## src/rtl/core/kal_pkg.sv

```systemverilog
// ----------------------------------------------------------------------------
// kal_pkg: shared types and constants of the two sensor scalar kalman filter
// register indexes, update kinds, sequencer states and datapath widths
// ----------------------------------------------------------------------------
package kal_pkg;

    // configuration register indexes
    localparam logic [2:0] CFG_AREA       = 3'd0;
    localparam logic [2:0] CFG_TARE       = 3'd1;
    localparam logic [2:0] CFG_PROC_NOISE = 3'd2;
    localparam logic [2:0] CFG_VIS_NOISE  = 3'd3;
    localparam logic [2:0] CFG_SCL_NOISE  = 3'd4;
    localparam logic [2:0] CFG_MAX_AGE    = 3'd5;

    // update kinds
    localparam logic [1:0] KIND_NONE   = 2'd0;
    localparam logic [1:0] KIND_VISION = 2'd1;
    localparam logic [1:0] KIND_SCALE  = 2'd2;
    localparam logic [1:0] KIND_BOTH   = 2'd3;

    // datapath widths
    localparam int GAIN_BITS = 30;
    localparam int MUL_W     = 33;
    localparam int DVD_W     = 64;
    localparam int DVS_W     = 33;

    // height in um to volume: divide by one thousand with rounding
    localparam logic [63:0] UM_PER_MM  = 64'd1000;
    localparam logic [63:0] UM_ROUND   = 64'd500;

    // sequencer states
    typedef enum logic [3:0] {
        ST_IDLE,
        ST_ZV_MUL,
        ST_ZV_MWAIT,
        ST_ZV_DIV,
        ST_ZV_DWAIT,
        ST_PROC,
        ST_K_DIV,
        ST_K_DWAIT,
        ST_D_MUL,
        ST_D_MWAIT,
        ST_X_UPD,
        ST_S_MUL,
        ST_S_MWAIT,
        ST_S_DIV,
        ST_S_DWAIT,
        ST_OUT
    } t_state;

endpackage

```

## src/rtl/core/kal_mul.sv

```systemverilog
// ----------------------------------------------------------------------------
// kal_mul: bit-serial shift-add multiplier
// one multiplier bit per cycle, unsigned operands, full width product
// ----------------------------------------------------------------------------
module kal_mul
    import kal_pkg::*;
#(
    parameter int W = 33
) (
    input  logic           i_clk,
    input  logic           i_rst_n,
    input  logic           i_start,
    input  logic [W-1:0]   i_a,
    input  logic [W-1:0]   i_b,
    output logic           o_done,
    output logic [2*W-1:0] o_product
);

    localparam int CNT_W = $clog2(W);

    logic             r_busy;
    logic             r_done;
    logic [CNT_W-1:0] r_cnt;
    logic [W-1:0]     r_a;
    logic [2*W-1:0]   r_p;
    logic [W:0]       w_sum;

    // add the multiplicand into the upper half when the low bit is set
    assign w_sum = {1'b0, r_p[2*W-1:W]} + (r_p[0] ? {1'b0, r_a} : {(W+1){1'b0}});

    // control
    always_ff @(posedge i_clk) begin
        if (!i_rst_n) begin
            r_busy <= 1'b0;
            r_done <= 1'b0;
            r_cnt  <= '0;
        end else begin
            r_done <= 1'b0;
            if (i_start) begin
                r_busy <= 1'b1;
                r_cnt  <= '0;
            end else if (r_busy) begin
                r_cnt <= r_cnt + 1'b1;
                if (r_cnt == CNT_W'(W-1)) begin
                    r_busy <= 1'b0;
                    r_done <= 1'b1;
                end
            end
        end
    end

    // product shift register
    always_ff @(posedge i_clk) begin
        if (i_start) begin
            r_a <= i_a;
            r_p <= {{W{1'b0}}, i_b};
        end else if (r_busy) begin
            r_p <= {w_sum, r_p[W-1:1]};
        end
    end

    assign o_done    = r_done;
    assign o_product = r_p;

endmodule

```

## src/rtl/core/kal_div.sv

```systemverilog
// ----------------------------------------------------------------------------
// kal_div: restoring serial divider
// one quotient bit per cycle, unsigned, quotient over the whole dividend
// ----------------------------------------------------------------------------
module kal_div
    import kal_pkg::*;
#(
    parameter int DW = 64,
    parameter int SW = 33
) (
    input  logic          i_clk,
    input  logic          i_rst_n,
    input  logic          i_start,
    input  logic [DW-1:0] i_dividend,
    input  logic [SW-1:0] i_divisor,
    output logic          o_done,
    output logic [DW-1:0] o_quotient
);

    localparam int CNT_W = $clog2(DW);

    logic             r_busy;
    logic             r_done;
    logic [CNT_W-1:0] r_cnt;
    logic [DW-1:0]    r_q;
    logic [SW-1:0]    r_rem;
    logic [SW-1:0]    r_dvs;
    logic [SW:0]      w_trial;
    logic             w_ge;
    logic [SW:0]      w_diff;

    // trial subtract of the divisor from the shifted remainder
    assign w_trial = {r_rem, r_q[DW-1]};
    assign w_ge    = (w_trial >= {1'b0, r_dvs});
    assign w_diff  = w_trial - {1'b0, r_dvs};

    // control
    always_ff @(posedge i_clk) begin
        if (!i_rst_n) begin
            r_busy <= 1'b0;
            r_done <= 1'b0;
            r_cnt  <= '0;
        end else begin
            r_done <= 1'b0;
            if (i_start) begin
                r_busy <= 1'b1;
                r_cnt  <= '0;
            end else if (r_busy) begin
                r_cnt <= r_cnt + 1'b1;
                if (r_cnt == CNT_W'(DW-1)) begin
                    r_busy <= 1'b0;
                    r_done <= 1'b1;
                end
            end
        end
    end

    // remainder and quotient shift
    always_ff @(posedge i_clk) begin
        if (i_start) begin
            r_q   <= i_dividend;
            r_rem <= '0;
            r_dvs <= i_divisor;
        end else if (r_busy) begin
            r_rem <= w_ge ? w_diff[SW-1:0] : w_trial[SW-1:0];
            r_q   <= {r_q[DW-2:0], w_ge};
        end
    end

    assign o_done     = r_done;
    assign o_quotient = r_q;

endmodule

```

## src/rtl/core/two_sensor_scalar_kalman.sv

```systemverilog
// ----------------------------------------------------------------------------
// two_sensor_scalar_kalman: scalar kalman filter fusing vision and scale
// one filter tick per input transaction, one result transaction per tick
// ----------------------------------------------------------------------------
// Each tick converts the vision height to a volume, removes the tare from the
// scale mass, adds the process noise to the variance and runs a vision, scale,
// both or no measurement update depending on sample freshness. Multiplications
// and divisions use one 33-step shift-add multiplier and one 64-step restoring
// divider: the vision volume needs one of each, a measurement update two of
// each, and an output stall holds the tick in the output state. A new tick is
// taken only in the idle state; a finished result may still be waiting on the
// output when the next tick is accepted.
module two_sensor_scalar_kalman
    import kal_pkg::*;
#(
    parameter int FRAC_BITS = 16
) (
    input  logic        i_clk,
    input  logic        i_rst_n,
    // configuration writes
    input  logic        i_cfg_we,
    input  logic [2:0]  i_cfg_addr,
    input  logic [31:0] i_cfg_data,
    // tick input
    input  logic        s_axis_tvalid,
    output logic        s_axis_tready,
    // vision_height_um[17:0], vision_age_ms[27:18], scale_mass[59:28],
    // scale_age_ms[69:60], zero pad[71:70]
    input  logic [71:0] s_axis_tdata,
    // vision_new[0], scale_new[1]
    input  logic [1:0]  s_axis_tuser,
    // result output
    output logic        m_axis_tvalid,
    input  logic        m_axis_tready,
    // volume_estimate[31:0], covariance_estimate[63:32]
    output logic [63:0] m_axis_tdata,
    // update_kind[1:0]
    output logic [1:0]  m_axis_tuser
);

    localparam logic [31:0] VAR_RESET = 32'd10 << FRAC_BITS;

    t_state r_state, n_state;

    // configuration registers
    logic [23:0]        r_area;
    logic signed [31:0] r_tare;
    logic [31:0]        r_pnoise;
    logic [31:0]        r_vnoise;
    logic [31:0]        r_snoise;
    logic [9:0]         r_max_age;

    // filter state
    logic signed [31:0] r_x;
    logic [31:0]        r_var;

    // per tick working registers
    logic [17:0]        r_height;
    logic               r_v_ok;
    logic               r_s_ok;
    logic signed [31:0] r_zs;
    logic signed [31:0] r_zv;
    logic               r_pass;
    logic [1:0]         r_kind;
    logic [32:0]        r_d;
    logic               r_neg;
    logic [32:0]        r_mag;
    logic [30:0]        r_k;
    logic [33:0]        r_delta;
    logic [63:0]        r_prod;

    // output register
    logic               r_ovalid;
    logic [63:0]        r_odata;
    logic [1:0]         r_okind;

    // unit handshakes
    logic               w_mul_start, w_div_start;
    logic [MUL_W-1:0]   w_mul_a, w_mul_b;
    logic [2*MUL_W-1:0] w_mul_p;
    logic               w_mul_done;
    logic [DVD_W-1:0]   w_dvd;
    logic [DVS_W-1:0]   w_dvs;
    logic [DVD_W-1:0]   w_div_q;
    logic               w_div_done;

    logic               w_accept;
    logic               w_v_ok_in, w_s_ok_in;
    logic signed [32:0] w_zs_full;
    logic signed [31:0] w_zs_sat;
    logic [31:0]        w_r;
    logic signed [31:0] w_z;
    logic [32:0]        w_d;
    logic               w_d_zero;
    logic signed [32:0] w_innov;
    logic [32:0]        w_var_sum;
    logic [63:0]        w_delta_rnd;
    logic signed [34:0] w_xn;
    logic               w_more;
    logic               w_out_free;

    assign w_accept   = s_axis_tvalid && s_axis_tready;
    assign w_out_free = !r_ovalid || m_axis_tready;

    // input freshness and scale volume
    assign w_v_ok_in = s_axis_tuser[0] && (s_axis_tdata[27:18] <= r_max_age);
    assign w_s_ok_in = s_axis_tuser[1] && (s_axis_tdata[69:60] <= r_max_age);
    assign w_zs_full = {s_axis_tdata[59], s_axis_tdata[59:28]} - {r_tare[31], r_tare};
    assign w_zs_sat  = (w_zs_full[32] != w_zs_full[31]) ?
                       (w_zs_full[32] ? 32'sh8000_0000 : 32'sh7FFF_FFFF) :
                       w_zs_full[31:0];

    // current measurement and noise
    assign w_r      = r_pass ? r_snoise : r_vnoise;
    assign w_z      = r_pass ? r_zs : r_zv;
    assign w_d      = {1'b0, r_var} + {1'b0, w_r};
    assign w_d_zero = (w_d == 33'd0);
    assign w_innov  = {w_z[31], w_z} - {r_x[31], r_x};
    assign w_more   = !r_pass && r_s_ok;

    assign w_var_sum   = {1'b0, r_var} + {1'b0, r_pnoise};
    assign w_delta_rnd = w_mul_p[63:0] + (64'd1 << (GAIN_BITS - 1));
    assign w_xn        = r_neg ? ({{3{r_x[31]}}, r_x} - {1'b0, r_delta}) :
                                 ({{3{r_x[31]}}, r_x} + {1'b0, r_delta});

    // next state
    always_comb begin
        n_state = r_state;
        unique case (r_state)
            ST_IDLE:     if (w_accept) n_state = w_v_ok_in ? ST_ZV_MUL : ST_PROC;
            ST_ZV_MUL:   n_state = ST_ZV_MWAIT;
            ST_ZV_MWAIT: if (w_mul_done) n_state = ST_ZV_DIV;
            ST_ZV_DIV:   n_state = ST_ZV_DWAIT;
            ST_ZV_DWAIT: if (w_div_done) n_state = ST_PROC;
            ST_PROC:     n_state = (r_v_ok || r_s_ok) ? ST_K_DIV : ST_OUT;
            ST_K_DIV: begin
                if (!w_d_zero) n_state = ST_K_DWAIT;
                else n_state = w_more ? ST_K_DIV : ST_OUT;
            end
            ST_K_DWAIT:  if (w_div_done) n_state = ST_D_MUL;
            ST_D_MUL:    n_state = ST_D_MWAIT;
            ST_D_MWAIT:  if (w_mul_done) n_state = ST_X_UPD;
            ST_X_UPD:    n_state = ST_S_MUL;
            ST_S_MUL:    n_state = ST_S_MWAIT;
            ST_S_MWAIT:  if (w_mul_done) n_state = ST_S_DIV;
            ST_S_DIV:    n_state = ST_S_DWAIT;
            ST_S_DWAIT:  if (w_div_done) n_state = w_more ? ST_K_DIV : ST_OUT;
            ST_OUT:      if (w_out_free) n_state = ST_IDLE;
            default:     n_state = ST_IDLE;
        endcase
    end

    // state outputs: unit starts and operand selection
    always_comb begin
        s_axis_tready = 1'b0;
        w_mul_start   = 1'b0;
        w_div_start   = 1'b0;
        w_mul_a       = '0;
        w_mul_b       = '0;
        w_dvd         = '0;
        w_dvs         = '0;
        unique case (r_state)
            ST_IDLE: s_axis_tready = 1'b1;
            ST_ZV_MUL: begin
                w_mul_start = 1'b1;
                w_mul_a     = {9'd0, r_area};
                w_mul_b     = {15'd0, r_height};
            end
            ST_ZV_DIV: begin
                w_div_start = 1'b1;
                w_dvd       = r_prod + UM_ROUND;
                w_dvs       = UM_PER_MM[DVS_W-1:0];
            end
            ST_K_DIV: begin
                w_div_start = !w_d_zero;
                w_dvd       = {2'd0, r_var, 30'd0} + {32'd0, w_d[32:1]};
                w_dvs       = w_d;
            end
            ST_D_MUL: begin
                w_mul_start = 1'b1;
                w_mul_a     = r_mag;
                w_mul_b     = {2'd0, r_k};
            end
            ST_S_MUL: begin
                w_mul_start = 1'b1;
                w_mul_a     = {1'b0, r_var};
                w_mul_b     = {1'b0, w_r};
            end
            ST_S_DIV: begin
                w_div_start = 1'b1;
                w_dvd       = r_prod + {32'd0, r_d[32:1]};
                w_dvs       = r_d;
            end
            default: ;
        endcase
    end

    // control, configuration and filter state
    always_ff @(posedge i_clk) begin
        if (!i_rst_n) begin
            r_state   <= ST_IDLE;
            r_area    <= 24'd347079;
            r_tare    <= '0;
            r_pnoise  <= 32'd1311;
            r_vnoise  <= 32'd983040;
            r_snoise  <= 32'd98304;
            r_max_age <= 10'd200;
            r_x       <= '0;
            r_var     <= VAR_RESET;
            r_ovalid  <= 1'b0;
        end else begin
            r_state <= n_state;
            if (i_cfg_we) begin
                unique case (i_cfg_addr)
                    CFG_AREA:       r_area    <= i_cfg_data[23:0];
                    CFG_TARE:       r_tare    <= i_cfg_data;
                    CFG_PROC_NOISE: r_pnoise  <= i_cfg_data;
                    CFG_VIS_NOISE:  r_vnoise  <= i_cfg_data;
                    CFG_SCL_NOISE:  r_snoise  <= i_cfg_data;
                    CFG_MAX_AGE:    r_max_age <= i_cfg_data[9:0];
                    default: ;
                endcase
            end
            if (r_state == ST_PROC) begin
                r_var <= w_var_sum[32] ? 32'hFFFF_FFFF : w_var_sum[31:0];
            end
            if (r_state == ST_X_UPD) begin
                if (w_xn[34:31] != {4{w_xn[34]}}) begin
                    r_x <= w_xn[34] ? 32'sh8000_0000 : 32'sh7FFF_FFFF;
                end else begin
                    r_x <= w_xn[31:0];
                end
            end
            if (r_state == ST_S_DWAIT && w_div_done) begin
                r_var <= w_div_q[31:0];
            end
            // result register
            if (r_state == ST_OUT && w_out_free) begin
                r_ovalid <= 1'b1;
            end else if (m_axis_tready) begin
                r_ovalid <= 1'b0;
            end
        end
    end

    // per tick datapath registers
    always_ff @(posedge i_clk) begin
        if (w_accept) begin
            r_height <= s_axis_tdata[17:0];
            r_v_ok   <= w_v_ok_in;
            r_s_ok   <= w_s_ok_in;
            r_zs     <= w_zs_sat;
        end
        if ((r_state == ST_ZV_MWAIT || r_state == ST_S_MWAIT) && w_mul_done) begin
            r_prod <= w_mul_p[63:0];
        end
        if (r_state == ST_ZV_DWAIT && w_div_done) begin
            r_zv <= (w_div_q[63:31] != 33'd0) ? 32'sh7FFF_FFFF : w_div_q[31:0];
        end
        if (r_state == ST_PROC) begin
            r_pass <= !r_v_ok;
            r_kind <= (r_v_ok && r_s_ok) ? KIND_BOTH :
                      r_v_ok ? KIND_VISION :
                      r_s_ok ? KIND_SCALE : KIND_NONE;
        end
        if (r_state == ST_K_DIV) begin
            r_d   <= w_d;
            r_neg <= w_innov[32];
            r_mag <= w_innov[32] ? 33'(-w_innov) : w_innov;
            if (w_d_zero && w_more) r_pass <= 1'b1;
        end
        if (r_state == ST_K_DWAIT && w_div_done) begin
            r_k <= w_div_q[30:0];
        end
        if (r_state == ST_D_MWAIT && w_mul_done) begin
            r_delta <= w_delta_rnd[63:GAIN_BITS];
        end
        if (r_state == ST_S_DWAIT && w_div_done && w_more) begin
            r_pass <= 1'b1;
        end
        if (r_state == ST_OUT && w_out_free) begin
            r_odata <= {r_var, r_x};
            r_okind <= r_kind;
        end
    end

    kal_mul #(.W(MUL_W)) u_mul (
        .i_clk     (i_clk),
        .i_rst_n   (i_rst_n),
        .i_start   (w_mul_start),
        .i_a       (w_mul_a),
        .i_b       (w_mul_b),
        .o_done    (w_mul_done),
        .o_product (w_mul_p)
    );

    kal_div #(.DW(DVD_W), .SW(DVS_W)) u_div (
        .i_clk      (i_clk),
        .i_rst_n    (i_rst_n),
        .i_start    (w_div_start),
        .i_dividend (w_dvd),
        .i_divisor  (w_dvs),
        .o_done     (w_div_done),
        .o_quotient (w_div_q)
    );

    assign m_axis_tvalid = r_ovalid;
    assign m_axis_tdata  = r_odata;
    assign m_axis_tuser  = r_okind;

`ifndef SYNTHESIS
    // multiplier finishes only while the sequencer waits for it
    a_mul_done_wait: assert property (@(posedge i_clk) disable iff (!i_rst_n)
        w_mul_done |-> (r_state == ST_ZV_MWAIT || r_state == ST_D_MWAIT ||
                        r_state == ST_S_MWAIT))
        else $error("multiplier done outside a wait state");

    // divider finishes only while the sequencer waits for it
    a_div_done_wait: assert property (@(posedge i_clk) disable iff (!i_rst_n)
        w_div_done |-> (r_state == ST_ZV_DWAIT || r_state == ST_K_DWAIT ||
                        r_state == ST_S_DWAIT))
        else $error("divider done outside a wait state");

    // a new result only appears after the output state
    a_out_from_seq: assert property (@(posedge i_clk) disable iff (!i_rst_n)
        $rose(m_axis_tvalid) |-> $past(r_state) == ST_OUT)
        else $error("result raised outside the output state");

    // no update runs on a tick with no fresh sample
    a_no_update: assert property (@(posedge i_clk) disable iff (!i_rst_n)
        (r_state == ST_K_DIV) |-> (r_v_ok || r_s_ok))
        else $error("measurement update without a fresh sample");
`endif

endmodule

```

## config.mk

```make
export PLATFORM = sky130hd
export DESIGN_NAME = two_sensor_scalar_kalman
export DESIGN_NICKNAME = d
export VERILOG_FILES = /design/src/rtl/core/kal_pkg.sv /design/src/rtl/core/kal_mul.sv /design/src/rtl/core/kal_div.sv /design/src/rtl/core/two_sensor_scalar_kalman.sv
export SDC_FILE = /design/constraint.sdc
export NUM_CORES = 2
export LEC_CHECK = 0
export ABC_AREA = 1
export BUFFER_PORTS_ARGS = -buffer_cell sky130_fd_sc_hd__buf_2
export CORE_MARGIN = 3
export CORE_UTILIZATION = 37
export CTS_BUF_LIST = sky130_fd_sc_hd__clkbuf_16
export CTS_CLUSTER_SIZE = 12
export DETAILED_ROUTE_END_ITERATION = 8
export GPL_TIMING_DRIVEN = 0
export PLACE_DENSITY = 0.56
export REMOVE_ABC_BUFFERS = 1
export SLEW_MARGIN = 15
export SYNTH_ARGS = -nofsm -noshare
export SYNTH_HDL_FRONTEND = slang
export SYNTH_HIERARCHICAL = 1
export SYNTH_SLANG_ARGS = --single-unit
```

## constraint.sdc

```tcl
create_clock -name i_clk -period 7 [get_ports i_clk]
set_clock_uncertainty 0.05 [all_clocks]
set_input_delay 0.7 -clock i_clk [delete_from_list [all_inputs] [get_ports i_clk]]
set_output_delay 0.7 -clock i_clk [all_outputs]
set_load 0.01 [all_outputs]
```

Word level (Yosys, flattened, before mapping)
Index checks and enable logic that the tools add are counted.
Widths: inputs -> output; s select.
{ "word_totals": {"register_bits": 825, "output_inout_bits": 68, "wordCells": 186} }
{ "classes": {"add_sub_neg": 15, "magnitude_cmp": 3, "eq_ne": 32, "n_mux": 52, "bitwise": 3, "n_reduce_logical": 42} }
{ "ops": {"columns": ["op", "count"], "rows": [
  ["$mux 32", 10],
  ["$pmux 33 s3", 2],
  ["$pmux 64 s3", 1],
  ["$mux 33", 4],
  ["$mux 64", 2],
  ["$pmux 32 s3", 1],
  ["$add 32x32->33", 2],
  ["$sub 32x32->33", 2],
  ["$add 64x30->64 const B", 1],
  ["$add 64x32->64", 1],
  ["$add 64x9->64 const B", 1],
  ["$pmux 4 s16", 1],
  ["$add 62x32->63", 1],
  ["$mux 4", 11],
  ["$add 35x34->35", 1],
  ["$mux 35", 1],
  ["$sub 35x34->35", 1],
  ["$add 33x33->34", 1],
  ["$ge 34x33->1", 1],
  ["$logic_not 33->1", 1],
  ["$neg 33->33", 1],
  ["$reduce_bool 33->1", 1],
  ["$sub 33x33->33", 1],
  ["$eq 4x4->1 const B", 8],
  ["28 further kinds", 90]
]} }

Longest topological paths before layout
{ "depth": {"depth_word": 6, "mapped_depth": 38, "mapped_depth_nobuf": 37} }

Modules after synthesis
The synthesis kept the hierarchy.
{ "by_module_without_submodules": {"columns": ["mod", "n_inst", "cells_each", "area_per_inst_um2", "seq_area_each_um2"], "rows": [
  ["two_sensor_scalar_kalman", 1, 5820, 41332.1, 15094.5],
  ["kal_div", 1, 1164, 8449.4, 3733.6],
  ["kal_mul", 1, 966, 6647.6, 2802.7]
]} }

Worst setup path after synthesis
Ideal clock, no wire load.
{ "synth_path": {"path_type": "register -> register", "start": "reg r_pass", "end": "reg u_div.r_q[0], in the netlist u_div/o_quotient[0], enable pin", "setup_ps": 454, "arrival_ps": 5873, "required_time_ps": 6496, "path_slack_ps": 623, "stages_incl_launch_ff": 26, "path_cell_list": "dfxtp_1 clkbuf_1 clkbuf_1 nand2_1 o21ai_0 ha_1 inv_1 fa_1 inv_1 nand3_1 nand2_1 nand2_1 nand2_1 nand3_1 nand3_1 nand2_1 nand2_1 nor2_1 nand2_1 nor2_1 nand4_1 nand2_1 nand3_1 nor2_1 inv_1 clkbuf_1"} }
{ "synth_via": {"elab_chain_len": 6} }
{ "synth_lines": {"columns": ["item", "line", "rtl"], "rows": [
  ["start: declaration", "two_sensor_scalar_kalman.sv:63", "logic r_pass;"],
  ["start signal: assignment", "two_sensor_scalar_kalman.sv:261", "r_pass <= !r_v_ok;"],
  ["$mux 32", "two_sensor_scalar_kalman.sv:114", "assign w_r = r_pass ? r_snoise : r_vnoise;"],
  ["$add 32x32->33", "two_sensor_scalar_kalman.sv:116", "assign w_d = {1'b0, r_var} + {1'b0, w_r};"],
  ["via w_d[24]", "two_sensor_scalar_kalman.sv:93", "logic [32:0] w_d;"],
  ["$logic_not 33->1", "two_sensor_scalar_kalman.sv:117", "assign w_d_zero = (w_d == 33'd0);"],
  ["$logic_not 1->1", "two_sensor_scalar_kalman.sv:175", "w_div_start = !w_d_zero;"],
  ["$pmux 1 s2", "two_sensor_scalar_kalman.sv:162", "unique case (r_state)"],
  ["via w_div_start", "two_sensor_scalar_kalman.sv:78", "logic w_mul_start, w_div_start;"],
  ["$reduce_bool 2->1 (no source line)", null, null],
  ["end signal: assignment", "kal_div.sv:61", "r_q <= i_dividend;"],
  ["end signal: assignment", "kal_div.sv:66", "r_q <= {r_q[DW-2:0], w_ge};"],
  ["end: declaration", "kal_div.sv:25", "logic [DW-1:0] r_q;"]
]} }
The timed path passes the listed nets, and every way through them passes these cells.
A chain may end at the register's enable or synchronous reset.

Final worst setup path
{ "layout_path": {"start": "reg r_pass", "end": "reg u_div.r_q[0], in the netlist u_div/o_quotient[0] (data pin)"} }
{ "layout_via": {"elab_chain_len": 6} }
{ "layout_lines": {"columns": ["item", "line", "rtl"], "rows": [
  ["$mux 32", "two_sensor_scalar_kalman.sv:114", null],
  ["$add 32x32->33", "two_sensor_scalar_kalman.sv:116", null],
  ["via w_d[32]", "two_sensor_scalar_kalman.sv:93", null],
  ["$logic_not 33->1", "two_sensor_scalar_kalman.sv:117", null],
  ["$logic_not 1->1", "two_sensor_scalar_kalman.sv:175", null],
  ["$pmux 1 s2", "two_sensor_scalar_kalman.sv:162", null],
  ["via w_div_start", "two_sensor_scalar_kalman.sv:78", null],
  ["$mux 64", "kal_div.sv:60", "if (i_start) begin"]
]} }
The timed path passes the listed nets, and every way through them passes these cells.

==> run_results.csv <==
group,metric,value,unit
run_status,status,"finished, violations left",
run_status,violations,"setup timing",
synth,synth_top_cell_by_area,"edfxtp_1",
timing,max_freq,0.1428,GHz
clock_network,cts.sinks,825,
global_routing,grt_pass1_vias,50280,
floorplanning,core,150700,um^2
timing,setup_ws,-0.002742,ns
layout,fin_area,63410,um^2
placed_design,place_congestion,0.9602,
worst_setup_path,critPathRequiredTime,7.35,ns
job,max-cap-violations,0,
synth,synth_most_common_cell,"nand2_1",
worst_setup_path,worstSetupPathType,"flip-flop to flip-flop",
worst_setup_path,worst_path_most_repeated_cell,"inv_1",
synth,yosys_register_bits,825,
floorplanning,die_y,396.5,um
layout,nFillCells,15880,
placed_design,hpwl,180.4,mm
synth,synth_top_area_share,27.19,%
layout,seqCellArea,21640,um^2
detailed_routing,drc,0,
worst_setup_path,end_kind,"flip-flop",
clock_network,ctsLongestPathBuffers,3,
synth,yosysSeqAreaShare,38.33,%
power,ir_drop,195.5,uV
global_routing,overflow,0,
worst_setup_path,startpoint_type,"flip-flop",
timing,max-slew-margin-rel,15.83,%
floorplanning,start_util,37.45,%
worst_setup_path,cp_max_fo,52,
detailed_routing,drt_pass1_iterations,6,
worst_setup_path,cp_top_family,"buffers and inverters",
layout,drive_gt1_share,7.124,%
detailed_routing,drt-wirelength-per-cell,21.95,um
worst_setup_path,r2r_cells,18,
synth,synth_area,56430,um^2
worst_hold_path,hold_class,"input pin to flip-flop",
clock_network,insertion_delay,0.73,ns
worst_setup_path,cp_cell_sequence,"buf_4 > clkbuf_16 > o21ai_0 > inv_1 > ha_1 > inv_1 > nor2_1 > nor3_1 > nand2_1 > inv_1 > nand4_1 > nand2_1 > nand3_4 > buf_16 > inv_4 > buf_12 > nor2_1 > a31oi_1",
timing,setup_viol,1,
synth,async_flop_share,0,%
power,leakagePower,28.43,nW
clock_network,h-tree-depth,3,
synth,synthCells,7950,
timing,finalCritPeriodShare,100.0,%
layout,multi_input_area,29800,um^2
global_routing,grt_max_degree,130,
clock_network,cts_made_buffers,97,
placed_design,portBuffers,179,
timing,tightestPinTransition,1.249,ns
synth,ys_types,75,
global_routing,grt_pass1_wl,326.2,mm
clock_network,tritoncts,"done",
timing,rsz0062_at_grt,"false",
worst_setup_path,slowest_stage,"o21ai_0",
clock_network,cts_hold_buf,0,
detailed_routing,drt_iter0_drc,5373,
layout,final_nets,8512,
worst_setup_path,cp.depth,18,
synth,synth_top_flop_cell,"edfxtp_1",
synth,synth_edf_count,511,
worst_setup_path,critPathMaxStageDelay,0.90,ns
detailed_routing,ant_nets,0,
global_routing,antenna_found_initial,8,
worst_setup_path,crit_arrival,7.35,ns
timing,maxSlewViolCount,0,
layout,syn_to_final_growth,12.37,%
placed_design,placed_area,60190,um^2
timing,hold_violations,0,
detailed_routing,num_vias,53810,
timing,min_period,7.003,ns
worst_hold_path,worst_hold_path.num_cells,1,
synth,yosysWarnings,6,
floorplanning,rows,142,
placed_design,dp_slack,-0.6442,ns
floorplanning,die_w,396.5,um
floorplanning,ios,182,
detailed_routing,routed_wl,224.0,mm
clock_network,clk_pin_slew,0.06,ns
synth,ys_top_cells_by_area,"edfxtp_1, nand2_1, dfxtp_1, inv_1, ha_1",
detailed_routing,via_per_inst,5.274,
power,power.total,19.96,mW
worst_setup_path,path_buf_inv,8,
floorplanning,dieArea,157200,um^2
synth,avgSynthCellArea,7.098,um^2
power,p_per_area,314.7,nW/um^2
synth,synthTopCellsByCount,"nand2_1, inv_1, nor2_1, edfxtp_1, nand3_1",
clock_network,root_buffer,"clkbuf_16",
global_routing,grtUsageTotal,27.73,%
==> logic make-up (layout without fill, tap and decap cells) <==
logic type,after synthesis,after routing,share of synthesized area [%]
flip-flops,825,825,38.33
AND/OR/NAND/NOR,4094,4095,30.63
adder cells (fa/ha/maj),298,298,6.727
XOR/XNOR,222,222,3.565
multiplexers,1,1,0.01774
other,1,4,0.006646
AO/OA/AOI/OAI,1154,1154,11.49
buffers and inverters,1355,1587,9.224
==> cell type report <==
| class | count | area share (%) |
|---|---|---|
| antenna | 2 | 0.007893 |
| clock buffer | 100 | 3.946 |
| clock inverter | 83 | 0.9550 |
| inverter | 1163 | 6.904 |
| multi-input combinational | 5772 | 47.00 |
| sequential | 825 | 34.12 |
| tap | 2016 | 3.978 |
| timing repair buffer | 241 | 3.092 |
==> sequential cells by signal, indices dropped and copies added, names as in the netlist, 33 cells and up <==
name and cells:
u_mul/r_a 33, u_div/r_rem 33, m_axis_tdata 64, r_mag 33, u_div/r_dvs 33, r_delta 34, r_d 33, u_div/o_quotient 64
r_prod 64, u_mul/o_product 66
==> final timing paths <==
kind                          from  slack (ns)                   to
setup / recovery            r_pass      -0.003  u_div/o_quotient[0]
hold / removal    s_axis_tdata[15]        0.10         r_height[15]
setup reg to reg            r_pass      -0.003  u_div/o_quotient[0]
hold reg to reg          r_kind[0]        0.37      m_axis_tuser[0]
==> routing by layer <==
metal  track usage, %  routed length, um  share of wire (%)  up-vias
li1                 -                  -                  -    26320
met2            44.43              99900                 45     1925
met1            38.10              99100                 44    25230
met3            3.127              14710                6.6      324
met4            11.20              10240                4.6        2
met5                0                 13             0.0058        -
==> stage by stage <==
step                hold WS (ns)  util (%)  setup TNS (ns)  instances
floorplan                 0.3503         -         -481.74       7759
global placement          0.3686     39.17        -2699.47       9954
detailed placement        0.3557     39.95          -30.40      10010
CTS                      0.05486     42.04               0      10200
global route             0.08869     42.08               0      10200
finish                    0.1024     42.09       -0.002742      10200
==> where the power goes <==
group	leakage (nW)	internal [mW]	switching [mW]
combinational	19.6	2.34	5.40
clock	1.63	2.76	2.21
sequential	7.16	6.30	0.949
total	28.4	11.4	8.56
==> worst reg2reg max path, stage by stage, from the launching register on <==
cell and delay (ns):
dfxtp_4 0.39, buf_4 0.22, clkbuf_16 0.24, o21ai_0 0.91, inv_1 0.43, ha_1 0.45
inv_1 0.11, nor2_1 0.06, nor3_1 0.18, nand2_1 0.30, inv_1 0.40, nand4_1 0.19
nand2_1 0.29, nand3_4 0.49, buf_16 0.44, inv_4 0.36, buf_12 0.27, nor2_1 0.17
a31oi_1 0.75
==> repair_timing <==
item / in CTS / in global routing
setup buffers: 1 / 3
resized for setup: 9 / 5
pin swaps: 0 / 1
cloned: 1 / 1
endpoints found under the setup margin: 87 / 48
==> cell usage in the layout, fill, tap and decap left out, types with 30 or more instances in the layout <==
cell,netlist,final
a21o_1,30,30
a21oi_1,457,456
buf_2,20,178
clkbuf_16,0,101
dfxtp_1,314,312
edfxtp_1,511,511
ha_1,289,288
inv_1,1143,1166
nand2_1,2373,2373
nand2_2,43,43
nand3_1,499,498
nand3b_1,39,39
nand4_1,101,101
nor2_1,748,730
nor3_1,133,128
nor4_1,41,41
o211ai_1,59,59
o21ai_0,415,407
o21ai_1,29,35
xnor2_1,99,98
xor2_1,117,117
No activity file was read; power rests on OpenSTA's default activity.
